**src/design/svm_pkg.sv**
```systemverilog
// ----------------------------------------------------------------------------
// svm_pkg
// Shared types, opcodes, register indexes and tables of the voice mixer.
// ----------------------------------------------------------------------------
`default_nettype none

package svm_pkg;

  // Opcodes of an input item
  localparam logic [2:0] OP_SAMPLE_WR = 3'd0;
  localparam logic [2:0] OP_SEQ_WR    = 3'd1;
  localparam logic [2:0] OP_NOTE_ON   = 3'd2;
  localparam logic [2:0] OP_TICK      = 3'd3;
  localparam logic [2:0] OP_ALL_OFF   = 3'd4;
  localparam logic [2:0] OP_STOP      = 3'd5;

  // Configuration register indexes
  localparam logic REG_SEQ_COUNT  = 1'b0;
  localparam logic REG_STEP_SCALE = 1'b1;

  localparam logic [19:0] STEP_SCALE_RESET = 20'd8937;
  localparam logic [15:0] CLIP_THRESHOLD   = 16'd31130;
  localparam logic [17:0] CLIP_HOLD_START  = 18'd163840;
  // ceil(2^32 / 127): exact floor division for numerators below 2^25
  localparam logic [25:0] GAIN_RECIP       = 26'd33818641;

  // 2^(r/12) in Q1.16
  localparam logic [16:0] SEMI [12] = '{
    17'd65536, 17'd69433, 17'd73562, 17'd77936, 17'd82570, 17'd87480,
    17'd92682, 17'd98193, 17'd104032, 17'd110218, 17'd116772, 17'd123715
  };

  // tanh at steps of 0.25, Q1.15
  localparam logic [15:0] TANH [21] = '{
    16'd0, 16'd8026, 16'd15143, 16'd20813, 16'd24956, 16'd27797, 16'd29660,
    16'd30847, 16'd31589, 16'd32048, 16'd32329, 16'd32501, 16'd32606,
    16'd32670, 16'd32708, 16'd32732, 16'd32746, 16'd32755, 16'd32760,
    16'd32763, 16'd32765
  };

  typedef struct packed {
    logic [2:0]         opcode;
    logic [15:0]        address;
    logic signed [15:0] sample_value;
    logic [15:0]        clip_start;
    logic [16:0]        clip_length;
    logic [6:0]         note_pitch;
    logic [6:0]         velocity;
  } item_t;

  typedef struct packed {
    logic signed [15:0] audio_sample;
    logic [4:0]         active_voices;
  } result_t;

  // Controller to datapath
  typedef struct packed {
    logic item_load;
    logic sample_wr;
    logic seq_wr;
    logic voices_off;
    logic seq_rewind;
    logic seq_rd;
    logic note_mul;
    logic note_wr;
    logic v_check;
    logic v_rd1;
    logic v_s1;
    logic v_mix;
    logic v_acc;
    logic v_next;
    logic div_load;
    logic div_step;
    logic clip_out;
  } svm_cmd_t;

  // Datapath to controller
  typedef struct packed {
    logic note_ok;
    logic voice_live;
    logic last_voice;
  } svm_status_t;

  // Pitch ROM: right shift and semitone factor for a MIDI note
  function automatic logic [21:0] pitch_rom(input logic [6:0] pitch);
    logic [7:0]  e;
    logic [15:0] qm;
    logic [3:0]  q;
    logic [7:0]  r;
    logic [4:0]  sh;
    e  = 8'd129 - {1'b0, pitch};
    qm = (16'(e) * 16'd171) >> 11;
    q  = qm[3:0];
    r  = e - (8'(q) * 8'd12);
    sh = 5'd21 - {1'b0, q};
    return {sh, SEMI[r[3:0]]};
  endfunction

endpackage

`default_nettype wire

```
**src/design/svm_ctrl.sv**
```systemverilog
// ----------------------------------------------------------------------------
// svm_ctrl
// Controller: sequences note-on, per-voice mixing, division and soft clip.
// ----------------------------------------------------------------------------
`default_nettype none

module svm_ctrl (
  input  wire logic                 clk,
  input  wire logic                 rst,
  input  wire logic                 start,
  input  wire logic [2:0]           opcode,
  input  wire svm_pkg::svm_status_t status,
  output logic                      busy,
  output svm_pkg::svm_cmd_t         cmd
);
  import svm_pkg::*;

  typedef enum logic [11:0] {
    S_IDLE     = 12'b000000000001,
    S_NOTE_RD  = 12'b000000000010,
    S_NOTE_MUL = 12'b000000000100,
    S_NOTE_WR  = 12'b000000001000,
    S_V_CHECK  = 12'b000000010000,
    S_V_RD1    = 12'b000000100000,
    S_V_S1     = 12'b000001000000,
    S_V_MIX    = 12'b000010000000,
    S_V_ACC    = 12'b000100000000,
    S_DIV_LD   = 12'b001000000000,
    S_DIV      = 12'b010000000000,
    S_CLIP     = 12'b100000000000
  } state_t;

  state_t state, state_next;

  assign busy = (state != S_IDLE);

  // Next state and commands
  always_comb begin
    state_next = state;
    cmd        = '0;
    case (state)
      S_IDLE: begin
        if (start) begin
          cmd.item_load = 1'b1;
          case (opcode)
            OP_SAMPLE_WR: cmd.sample_wr = 1'b1;
            OP_SEQ_WR:    cmd.seq_wr = 1'b1;
            OP_NOTE_ON: begin
              if (status.note_ok) begin
                state_next = S_NOTE_RD;
              end
            end
            OP_TICK:      state_next = S_V_CHECK;
            OP_ALL_OFF:   cmd.voices_off = 1'b1;
            OP_STOP: begin
              cmd.voices_off = 1'b1;
              cmd.seq_rewind = 1'b1;
            end
            default: ;
          endcase
        end
      end
      S_NOTE_RD: begin
        cmd.seq_rd = 1'b1;
        state_next = S_NOTE_MUL;
      end
      S_NOTE_MUL: begin
        cmd.note_mul = 1'b1;
        state_next   = S_NOTE_WR;
      end
      S_NOTE_WR: begin
        cmd.note_wr = 1'b1;
        state_next  = S_IDLE;
      end
      S_V_CHECK: begin
        cmd.v_check = 1'b1;
        if (status.voice_live) begin
          state_next = S_V_RD1;
        end else begin
          cmd.v_next = 1'b1;
          if (status.last_voice) begin
            state_next = S_DIV_LD;
          end
        end
      end
      S_V_RD1: begin
        cmd.v_rd1  = 1'b1;
        state_next = S_V_S1;
      end
      S_V_S1: begin
        cmd.v_s1   = 1'b1;
        state_next = S_V_MIX;
      end
      S_V_MIX: begin
        cmd.v_mix  = 1'b1;
        state_next = S_V_ACC;
      end
      S_V_ACC: begin
        cmd.v_acc  = 1'b1;
        cmd.v_next = 1'b1;
        state_next = status.last_voice ? S_DIV_LD : S_V_CHECK;
      end
      S_DIV_LD: begin
        cmd.div_load = 1'b1;
        state_next   = S_DIV;
      end
      S_DIV: begin
        cmd.div_step = 1'b1;
        state_next   = S_CLIP;
      end
      S_CLIP: begin
        cmd.clip_out = 1'b1;
        state_next   = S_IDLE;
      end
      default: state_next = S_IDLE;
    endcase
  end

  // State register
  always_ff @(posedge clk) begin
    if (rst) begin
      state <= S_IDLE;
    end else begin
      state <= state_next;
    end
  end

  a_tick_walks: assert property (@(posedge clk) disable iff (rst)
    (start && !busy && opcode == OP_TICK) |=> state == S_V_CHECK)
    else $error("tick did not start the voice walk");

  a_note_seq: assert property (@(posedge clk) disable iff (rst)
    state == S_NOTE_RD |=> state == S_NOTE_MUL ##1 state == S_NOTE_WR)
    else $error("note-on sequence broken");

  a_div_to_clip: assert property (@(posedge clk) disable iff (rst)
    state == S_DIV |=> state == S_CLIP)
    else $error("divide did not lead to soft clip");

endmodule

`default_nettype wire

```
**config.mk**
```make
export PLATFORM = sky130hd
export DESIGN_NAME = svm_ctrl
export DESIGN_NICKNAME = d
export VERILOG_FILES = /design/src/design/svm_pkg.sv /design/src/design/svm_ctrl.sv
export SDC_FILE = /design/constraint.sdc
export NUM_CORES = 1
export LEC_CHECK = 0
export BUFFER_PORTS_ARGS = -buffer_cell sky130_fd_sc_hd__buf_2
export CAP_MARGIN = 10
export CORE_ASPECT_RATIO = 1.2
export CORE_MARGIN = 2
export CORE_UTILIZATION = 53
export DETAILED_ROUTE_END_ITERATION = 8
export PLACE_DENSITY = 0.84
export SYNTH_ARGS = -nofsm -noshare
export SYNTH_HDL_FRONTEND = slang
export SYNTH_SLANG_ARGS = --single-unit
```
**constraint.sdc**
```tcl
create_clock -name clk -period 3.2 [get_ports clk]
set_input_delay 0.48 -clock clk [delete_from_list [all_inputs] [get_ports clk]]
set_output_delay 0.48 -clock clk [all_outputs]
set_load 0.01 [all_outputs]
```
Word level (Yosys, flattened, before mapping)
Cells that the tools add are included.
{"block": "word_totals", "elab_cells": 52, "reg_bits": 12, "in_bits": 9, "out_inout_bits": 18}
{"block": "op_classes", "n_eq_ne": 22, "mux": 26, "n_reduce_logical": 3}
{"op": "$pmux W12 S10", "count": 1}
{"op": "$mux W12", "count": 4}
{"op": "$pmux W12 S2", "count": 1}
{"op": "$mux W1", "count": 16}
{"op": "$eq A12 B1 Y1 const B", "count": 1}
{"op": "$eq A12 B10 Y1 const B", "count": 1}
{"op": "$eq A12 B11 Y1 const B", "count": 1}
{"op": "$eq A12 B12 Y1 const B", "count": 1}
{"op": "$eq A12 B2 Y1 const B", "count": 1}
{"op": "$eq A12 B3 Y1 const B", "count": 1}
{"op": "$eq A12 B4 Y1 const B", "count": 1}
{"op": "$eq A12 B5 Y1 const B", "count": 1}
{"op": "$eq A12 B6 Y1 const B", "count": 1}
{"op": "$eq A12 B7 Y1 const B", "count": 1}
{"op": "$eq A12 B8 Y1 const B", "count": 1}
{"op": "$eq A12 B9 Y1 const B", "count": 1}
{"op": "$ne A12 B1 Y1 const B", "count": 1}
{"op": "$mux W10", "count": 1}
{"op": "$mux W5", "count": 2}
{"op": "$eq A3 B2 Y1 const B", "count": 2}
{"op": "$eq A3 B3 Y1 const B", "count": 2}
{"op": "$ne A3 B3 Y1 const B", "count": 2}
{"op": "$reduce_and A4 Y1", "count": 1}
{"op": "$eq A3 B1 Y1 const B", "count": 1}
{"op": "other kinds (5)", "count": 5}

Longest topological paths before layout
Gate-level depths: netlist (run 1).
{"block": "depth", "word_depth": 5, "depth_mapped": 5, "mapped_depth_nobuf": 4}

Least setup slack after synthesis (run 1)
No wires, ideal clock.
{"block": "synth_timing", "kind": "flip-flop to output port", "from": "reg state[5]", "to": "out cmd[14] in the netlist's numbering", "t_required_ns": 2.720, "arrival_ns": 1.719, "n_path_buf": 1, "slack_ns": 1.001, "path_stages_with_launch": 6, "path_cell_list": "dfxtp_1 -> buf_2 -> nor4_4 -> nand4_2 -> or3_1 -> nor3b_1"}
{"item": "start: declaration", "line_no": "svm_ctrl.sv:33", "text": "state_t state, state_next;"}
{"item": "start signal: assignment", "line_no": "svm_ctrl.sv:124", "text": "state <= state_next;"}
{"item": "end: declaration", "line_no": "svm_ctrl.sv:14", "text": "output svm_pkg::svm_cmd_t cmd"}

==> results.rst, run 1 <==
.. list-table::
   :header-rows: 1

   * - Metric
     - Value
   * - Final-report max-slew violation count
     - 0
   * - Maximum cell stage delay along the critical path
     - 0.47 ns
   * - Largest net degree at the start of global routing
     - 11
   * - Total congestion overflow after global routing
     - 0
   * - Critical Setup Path Class
     - flip-flop to primary output
   * - Antenna violations before repair
     - 0
   * - Initial detailed-routing violation count
     - 11
   * - Vias after detailed routing
     - around 850
   * - Routability congestion estimate
     - about 0.84
   * - Highest ir drop seen on vdd
     - 0.284 mV
   * - Pre-CTS setup slack
     - slightly below 1 ns
   * - Remaining design rule violation count
     - 0
   * - Share of cells above drive strength 1
     - around 34%
   * - Crit path required time
     - 2.72 ns
   * - CTS sink cnt
     - 12
   * - Site Rows
     - 16
   * - Buffer levels on the longest clock path
     - 2
   * - Hold-fix buffers at CTS
     - 0
   * - RSZ-0062 raised after global routing
     - false
   * - Element type at the critical path start
     - flip-flop
   * - Worst min-delay path class
     - primary input to flip-flop
   * - Crit end category
     - primary output
   * - Top reg by flops
     - state
   * - Worst rel slew slack
     - 52.7%
   * - PD cells
     - 415 nW/um^2
   * - Clk_lat worst skew
     - 0.27 ns
   * - Number of post-CTS setup repair buffers
     - 0
   * - Area delta synth->final
     - 15.2%
   * - Worst Setup Slack, final
     - 0.630 ns
   * - Number of distinct library cell variants in the gate-level netlist after synthesis
     - 39
   * - All-Layer GR Usage
     - 23.4%
   * - Number of CTS-inserted buffers
     - 3
   * - Critical-path cell list
     - nor4_4 > nand4_2 > or3_1 > nor3b_1 > buf_2
   * - Global-route wire length before repair
     - approximately 3300 um
   * - Number of instances resized during post-cts repair
     - 0
   * - Top flop regs
     - state x12
   * - Hold violation total from the final report
     - 0
   * - Width of the die
     - 41.2 um
   * - Top area cells in the synthesized netlist
     - sky130_fd_sc_hd__dfxtp_1 (27%), sky130_fd_sc_hd__nor3b_1 (5.1%), sky130_fd_sc_hd__nor4_4 (4.8%)
   * - Root Driver
     - sky130_fd_sc_hd__clkbuf_4
   * - Post-synthesis instance total
     - 97
   * - Initial Util
     - 54.8%
   * - Via count of the first global-routing pass
     - 740
   * - Cell type with the largest total area after synthesis
     - sky130_fd_sc_hd__dfxtp_1
   * - Max Cap Violations
     - 0
   * - Number of synthesized flops with an enable pin
     - 0
   * - Static leakage
     - between 0.0005 and 0.0006 uW
   * - Die area
     - 2000 um^2
   * - Number of flip-flops in the largest register
     - 12
   * - Syn Area/Cell
     - 9.06 um^2
   * - TritonCTS clock tree
     - yes
   * - Slew at the pin closest to its max-slew limit
     - between 0.7 and 0.8 ns
   * - Data arrival time of the worst path
     - 2.09 ns
   * - Global Route met1 Usage
     - approximately a third
   * - Power after layout
     - 420 uW
   * - CP max stage cell
     - sky130_fd_sc_hd__nor4_4
   * - Core Region
     - between 1500 and 2000 um^2
   * - Post-layout min period
     - 2.57 ns
   * - Worst hold slack across all endpoints
     - 0.458 ns
   * - Share of async-settable or async-resettable flops after synthesis
     - 0%
   * - Post-synthesis net count
     - 106
   * - Y dimension of the die
     - 48.6 um
   * - Synth warnings
     - 0
   * - Number of storage elements in the synthesis netlist
     - 12
   * - Post-synth design cell area
     - between 800 and 900 um^2
   * - Met3 GRT Util
     - ~4.1%
   * - Detailed-route vias per instance
     - 6.09
   * - Accumulated negative setup slack
     - 0 ns
   * - M2 GR Usage
     - 33.9%
   * - Largest clock skew in the final design
     - 0.00218 ns
   * - Outcome
     - complete, no violations
   * - Fin crit share
     - 80.3%
   * - Final setup violating endpoints
     - 0
   * - Detailed-route wire length per cell
     - 13.7 um
   * - Final net count
     - 131
   * - Largest fanout on the critical path
     - 7
   * - Reg clk slew, reported paths
     - 0.08 ns
   * - Number of antenna-violating nets in the routed design
     - 0
   * - Final HPWL from detailed placement
     - roughly 1500 um
   * - Number of top-level pins
     - 27
   * - F_max
     - 0.389 GHz
   * - Busiest metal layer after global routing
     - met2
   * - Aggregate routed wire length
     - ~1900 um
   * - Port bufs
     - 26
   * - Flip-flop cell with the highest count after synthesis
     - sky130_fd_sc_hd__dfxtp_1
   * - Area share of the leading cell type in the synthesized netlist
     - 27.4%
   * - Diodes inserted
     - 0
   * - # H-tree levels
     - 1
   * - First-pass iteration count of the detailed router
     - 4
   * - Sequential area share after synthesis
     - a little over a quarter
[per-layer routing]
layer / up-vias / routed length [um]
met5: - / 0
met3: 4 / 107
li1: 415 / -
met4: 0 / 28
met2: 37 / 954
met1: 391 / 812
[through the flow]
step                      std cells  util (%)  cell area (um^2)
after floorplan                  97         -               878
final                           139      63.2              1010
after global routing            139      63.2              1010
after global placement          135      60.9               976
after detailed placement        135      60.9               976
after CTS                       139      63.2              1010
[synthesized netlist by cell type, types with 2 or more instances]
| library cell | count |
|---|---|
| sky130_fd_sc_hd__nor4_4 | 2 |
| sky130_fd_sc_hd__xor2_1 | 4 |
| sky130_fd_sc_hd__and3b_1 | 4 |
| sky130_fd_sc_hd__a2bb2oi_1 | 2 |
| sky130_fd_sc_hd__nor3b_1 | 6 |
| sky130_fd_sc_hd__o21ai_0 | 3 |
| sky130_fd_sc_hd__dfxtp_1 | 12 |
| sky130_fd_sc_hd__nor4_1 | 4 |
| sky130_fd_sc_hd__and3_1 | 5 |
| sky130_fd_sc_hd__nor2b_1 | 3 |
| sky130_fd_sc_hd__nor3_1 | 4 |
| sky130_fd_sc_hd__nor2_1 | 11 |
| sky130_fd_sc_hd__buf_6 | 2 |
| sky130_fd_sc_hd__nand2b_1 | 2 |
| sky130_fd_sc_hd__inv_1 | 3 |
| sky130_fd_sc_hd__or4_1 | 2 |
| sky130_fd_sc_hd__clkbuf_1 | 2 |
| sky130_fd_sc_hd__nand4_1 | 4 |
| sky130_fd_sc_hd__or4_4 | 2 |
[cell type report]
type	instances	area, um^2
multi-input combinational	76	572
tap	18	22.5
inverter	3	11.3
timing repair buffer	26	130
clock buffer	4	36.3
sequential	12	240
fill	150	589
[where the power goes]
group	switching, uW	total (uW)	leakage, uW	internal, uW
sequential	13.3	169	0.0000969	156
clock	52.5	122	0.0000210	69.2
combinational	68.9	129	0.000383	60.1
total	135	420	0.000501	285
[cell usage in the layout (no fill, tap or decap), types with 2 or more instances in the layout]
cell type and n:
sky130_fd_sc_hd__nor4_4 2, sky130_fd_sc_hd__a2bb2oi_1 2, sky130_fd_sc_hd__nor2b_1 3, sky130_fd_sc_hd__o21ai_0 3, sky130_fd_sc_hd__nand2b_1 2, sky130_fd_sc_hd__or4_1 2, sky130_fd_sc_hd__or4_4 2, sky130_fd_sc_hd__dfxtp_1 12
sky130_fd_sc_hd__inv_1 3, sky130_fd_sc_hd__xor2_1 4, sky130_fd_sc_hd__nor2_1 11, sky130_fd_sc_hd__and3b_1 4, sky130_fd_sc_hd__nor4_1 4, sky130_fd_sc_hd__buf_2 26, sky130_fd_sc_hd__nor3b_1 6, sky130_fd_sc_hd__nand4_1 4
sky130_fd_sc_hd__clkbuf_4 3, sky130_fd_sc_hd__nor3_1 4, sky130_fd_sc_hd__and3_1 5
[worst paths after layout]
| kind | from | endpoint | slack, ns | cells after the start |
|---|---|---|---|---|
| max | state[7]$_SDFFE_PP0P_ | cmd[14] | 0.63 | 5 |
| min | rst | state[3]$_SDFFE_PP0P_ | 0.46 | 2 |
| max reg2reg | state[0]$_SDFFE_PP1P_ | state[2]$_SDFFE_PP0P_ | 1.35 | 4 |
| min reg2reg | state[6]$_SDFFE_PP0P_ | state[7]$_SDFFE_PP0P_ | 0.62 | 1 |
[critical path: cells and delay by family (launching register included)]
kind | cells | cell delay [ns]
buffers and inverters | 1 | 0.15
DFF | 1 | 0.41
and+or+nand+nor | 4 | 1.26
[cell families after synthesis]
group	synth area share [%]
buffers and inverters	7.55
AOI/OAI and AO/OA	9.69
and+or+nand+nor	51.4
xor gates and xnor gates	3.99
DFF	27.4
(Power assumes the default switching activity.)
==> inputs of run 2 (changes only) <==
--- a/config.mk
+++ b/config.mk
@@ -9,9 +9,9 @@
 export CAP_MARGIN = 10
 export CORE_ASPECT_RATIO = 1.2
 export CORE_MARGIN = 2
-export CORE_UTILIZATION = 53
+export CORE_UTILIZATION = 45
 export DETAILED_ROUTE_END_ITERATION = 8
-export PLACE_DENSITY = 0.84
+export PLACE_DENSITY = 0.76
 export SYNTH_ARGS = -nofsm -noshare
 export SYNTH_HDL_FRONTEND = slang
 export SYNTH_SLANG_ARGS = --single-unit
==> constraint.sdc (replaced) <==
create_clock -name clk -period 2.3 [get_ports clk]
set_input_delay 0.345 -clock clk [delete_from_list [all_inputs] [get_ports clk]]
set_output_delay 0.345 -clock clk [all_outputs]
set_load 0.01 [all_outputs]
==> run 2 against run 1 <==
Effect of this change: setup slack worse by 0.59 ns; via count is 0.71% lower; sequential power is 40% higher; first-iteration DRC count is 45% higher; design area is 6.3% higher; non-clock buffer count is 4 higher; worst hold slack worse by 0.13 ns; combinational power is 67% higher; count of clock-buffer cells in the layout stayed put; register-to-register slack worse by 1.0 ns; critical endpoint is now cmd[10].
==> results.rst, run 2 (synthesis gave the netlist of run 1 again) <==
.. list-table::
   :header-rows: 1

   * - Metric
     - Value
   * - Width of the die
     - 44.3 um (was 41.2 um)
   * - Detailed-route vias per instance
     - 5.84 (was 6.09)
   * - Outcome
     - complete, no violations (unchanged)
   * - Power after layout
     - 620 uW (was 420 uW)
   * - M2 GR Usage
     - 32.4% (was 33.9%)
   * - Data arrival time of the worst path
     - 1.92 ns (was 2.09 ns)
   * - Number of antenna-violating nets in the routed design
     - 0 (unchanged)
   * - Via count of the first global-routing pass
     - 720 (was 740)
   * - Depth of the worst register-to-register path
     - 5 (was 4)
   * - Start point of the worst min-delay path
     - status[0] (was rst)
   * - Worst setup startpoint
     - state[7]$_SDFFE_PP0P_ (unchanged)
   * - Crit path required time
     - 1.96 ns (was 2.72 ns)
   * - Top flop regs
     - state x12 (unchanged)
   * - Final net count
     - 135 (was 131)
   * - Routability congestion estimate
     - 0.789 (was 0.842)
   * - Max Cap Violations
     - 0 (unchanged)
   * - Share of cells above drive strength 1
     - 41.6% (was 33.9%)
   * - Critical Setup Path Class
     - flip-flop to primary output (unchanged)
   * - CTS sink cnt
     - 12 (unchanged)
   * - Worst min-delay path class
     - primary input to flip-flop (unchanged)
   * - Post-layout min period
     - 2.26 ns
   * - Endpoint of the most critical register-to-register path
     - state[4]$_SDFFE_PP0P_ (was state[2]$_SDFFE_PP0P_)
   * - Crit end category
     - primary output (unchanged)
   * - Number of CTS-inserted buffers
     - 3 (unchanged)
   * - Global-route wire length before repair
     - 3260 um (was 3330 um)
   * - Destination of the critical timing path
     - cmd[10] (was cmd[14])
   * - Hold violation total from the final report
     - 0 (unchanged)
   * - Die area
     - 2320 um^2 (was 2000 um^2)
   * - Reg clk slew, reported paths
     - 0.09 ns (was 0.08 ns)
   * - Reg2Reg Launch Point
     - state[8]$_SDFFE_PP0P_ (was state[0]$_SDFFE_PP1P_)
   * - Worst rel slew slack
     - 68.8% (was 52.7%)
   * - Y dimension of the die
     - 52.4 um (was 48.6 um)
   * - Total congestion overflow after global routing
     - 0 (unchanged)
   * - Port bufs
     - 26 (unchanged)
   * - RSZ-0062 raised after global routing
     - true (was false)
   * - Number of flip-flops in the largest register
     - 12 (unchanged)
   * - Detailed-route wire length per cell
     - 14.0 um (was 13.7 um)
   * - Area delta synth->final
     - 22.5% (was 15.2%)
   * - Largest clock skew in the final design
     - 0.0108 ns (was 0.00218 ns)
   * - Static leakage
     - 0.000539 uW (was 0.000501 uW)
   * - Clk_lat worst skew
     - 0.27 ns (about the same)
   * - Site Rows
     - 17 (was 16)
   * - Slew at the pin closest to its max-slew limit
     - 0.467 ns (was 0.703 ns)
   * - Fin crit share
     - 98.3%
   * - Global Route met1 Usage
     - 23.9% (was 33.2%)
   * - All-Layer GR Usage
     - 19.0% (was 23.4%)
   * - Highest ir drop seen on vdd
     - 0.350 mV (was 0.284 mV)
   * - Buffer levels on the longest clock path
     - 2 (unchanged)
   * - Final setup violating endpoints
     - 0 (unchanged)
   * - Core Region
     - 1850 um^2 (was 1600 um^2)
   * - TritonCTS clock tree
     - yes (unchanged)
   * - Post-layout instance count excluding filler cells
     - 144 (was 139)
   * - Root Driver
     - sky130_fd_sc_hd__clkbuf_4 (unchanged)
   * - Largest fanout on the critical path
     - 7 (unchanged)
   * - Antenna violations before repair
     - 0 (unchanged)
   * - Aggregate routed wire length
     - 2020 um (was 1900 um)
   * - # H-tree levels
     - 1 (unchanged)
   * - F_max
     - 0.442 GHz
   * - Final-report max-slew violation count
     - 0 (unchanged)
   * - Most frequent cells in the layout
     - sky130_fd_sc_hd__buf_2 (26), sky130_fd_sc_hd__nor2_1 (11), sky130_fd_sc_hd__dfxtp_1 (8) (was sky130_fd_sc_hd__buf_2 (26), sky130_fd_sc_hd__dfxtp_1 (12), sky130_fd_sc_hd__nor2_1 (11))
   * - Number of top-level pins
     - 27 (unchanged)
   * - Worst R2R Setup Slack
     - 0.35 ns (was 1.35 ns)
   * - Top reg by flops
     - state (unchanged)
   * - Remaining design rule violation count
     - 0 (unchanged)
   * - Vias after detailed routing
     - 841 (was 847)
   * - PD cells
     - 576 nW/um^2 (was 415 nW/um^2)
   * - Initial Util
     - 47.5% (was 54.8%)
   * - Busiest metal layer after global routing
     - met2 (unchanged)
   * - Largest net degree at the start of global routing
     - 11 (unchanged)
   * - Met3 GRT Util
     - 3.10% (was 4.13%)
   * - Diodes inserted
     - 0 (unchanged)
   * - First-pass iteration count of the detailed router
     - 4 (unchanged)
   * - Most common cell after layout, fill and taps aside
     - sky130_fd_sc_hd__buf_2 (unchanged)
   * - Initial detailed-routing violation count
     - 16 (was 11)
   * - Final HPWL from detailed placement
     - 1510 um (was 1480 um)
   * - Hold-fix buffers at CTS
     - 0 (unchanged)
   * - Post-Place Cells
     - 139 (was 135)
   * - Element type at the critical path start
     - flip-flop (unchanged)
## run 2: area by class of cell
cell class              instances  area [um^2]
repair buffers                 30          160
inverters                       3         11.3
multi-input cells              76          599
well taps                      19         23.8
flip-flops and latches         12          245
clock buffers                   4         36.3
fillers                       163          774
## run 2: worst min-delay path by stage
stage                        endpoint  slack, ns  cells after the start
3_5_place_dp    state[9]$_SDFFE_PP0P_       0.61                      3
4_1_cts         state[9]$_SDFFE_PP0P_       0.34                      3
6_report        state[9]$_SDFFE_PP0P_       0.33                      3
3_3_place_gp    state[7]$_SDFFE_PP0P_       0.61                      1
2_1_floorplan  state[10]$_SDFFE_PP0P_       0.42                      1
5_1_grt         state[3]$_SDFFE_PP0P_       0.34                      2
## run 2: repair_timing
item,in CTS,in global routing
buffers inserted,0,1
pin swaps,0,4
resized for setup,2,7
setup endpoints to repair,3,12
## run 2: per-layer routing
metal	share of wire (%)	wire (um)
met1	45	908
met2	50	1000
met5	0	0
met4	0.79	16
met3	4.7	94
## run 2: worst max-delay path, stage by stage (launching register included)
cell	delay [ns]
sky130_fd_sc_hd__dfxtp_1	0.42
sky130_fd_sc_hd__or4_1	0.63
sky130_fd_sc_hd__nor3_2	0.21
sky130_fd_sc_hd__and4bb_2	0.26
sky130_fd_sc_hd__buf_2	0.13
## run 2: where the power goes
part | switching, uW | total [uW] | leakage (uW) | internal [uW]
clock network | 72.9 | 169 | 0.0000210 | 96.0
logic | 107 | 215 | 0.000419 | 108
registers | 19.1 | 236 | 0.0000990 | 217
## run 2: metrics by stage
step | hold slack (ns) | util [%] | setup TNS, ns | cell area [um^2] | setup slack (ns)
after global routing | 0.337 | 58.1 | -0.0586 | 1080 | -0.0245
after CTS | 0.336 | 56.6 | 0 | 1050 | 0.0364
final | 0.329 | 58.1 | 0 | 1080 | 0.0388
after global placement | 0.608 | 54.0 | 0 | 1000 | 0.290
after detailed placement | 0.614 | 54.0 | 0 | 1000 | 0.272
after floorplan | 0.417 | - | 0 | 878 | 0.236
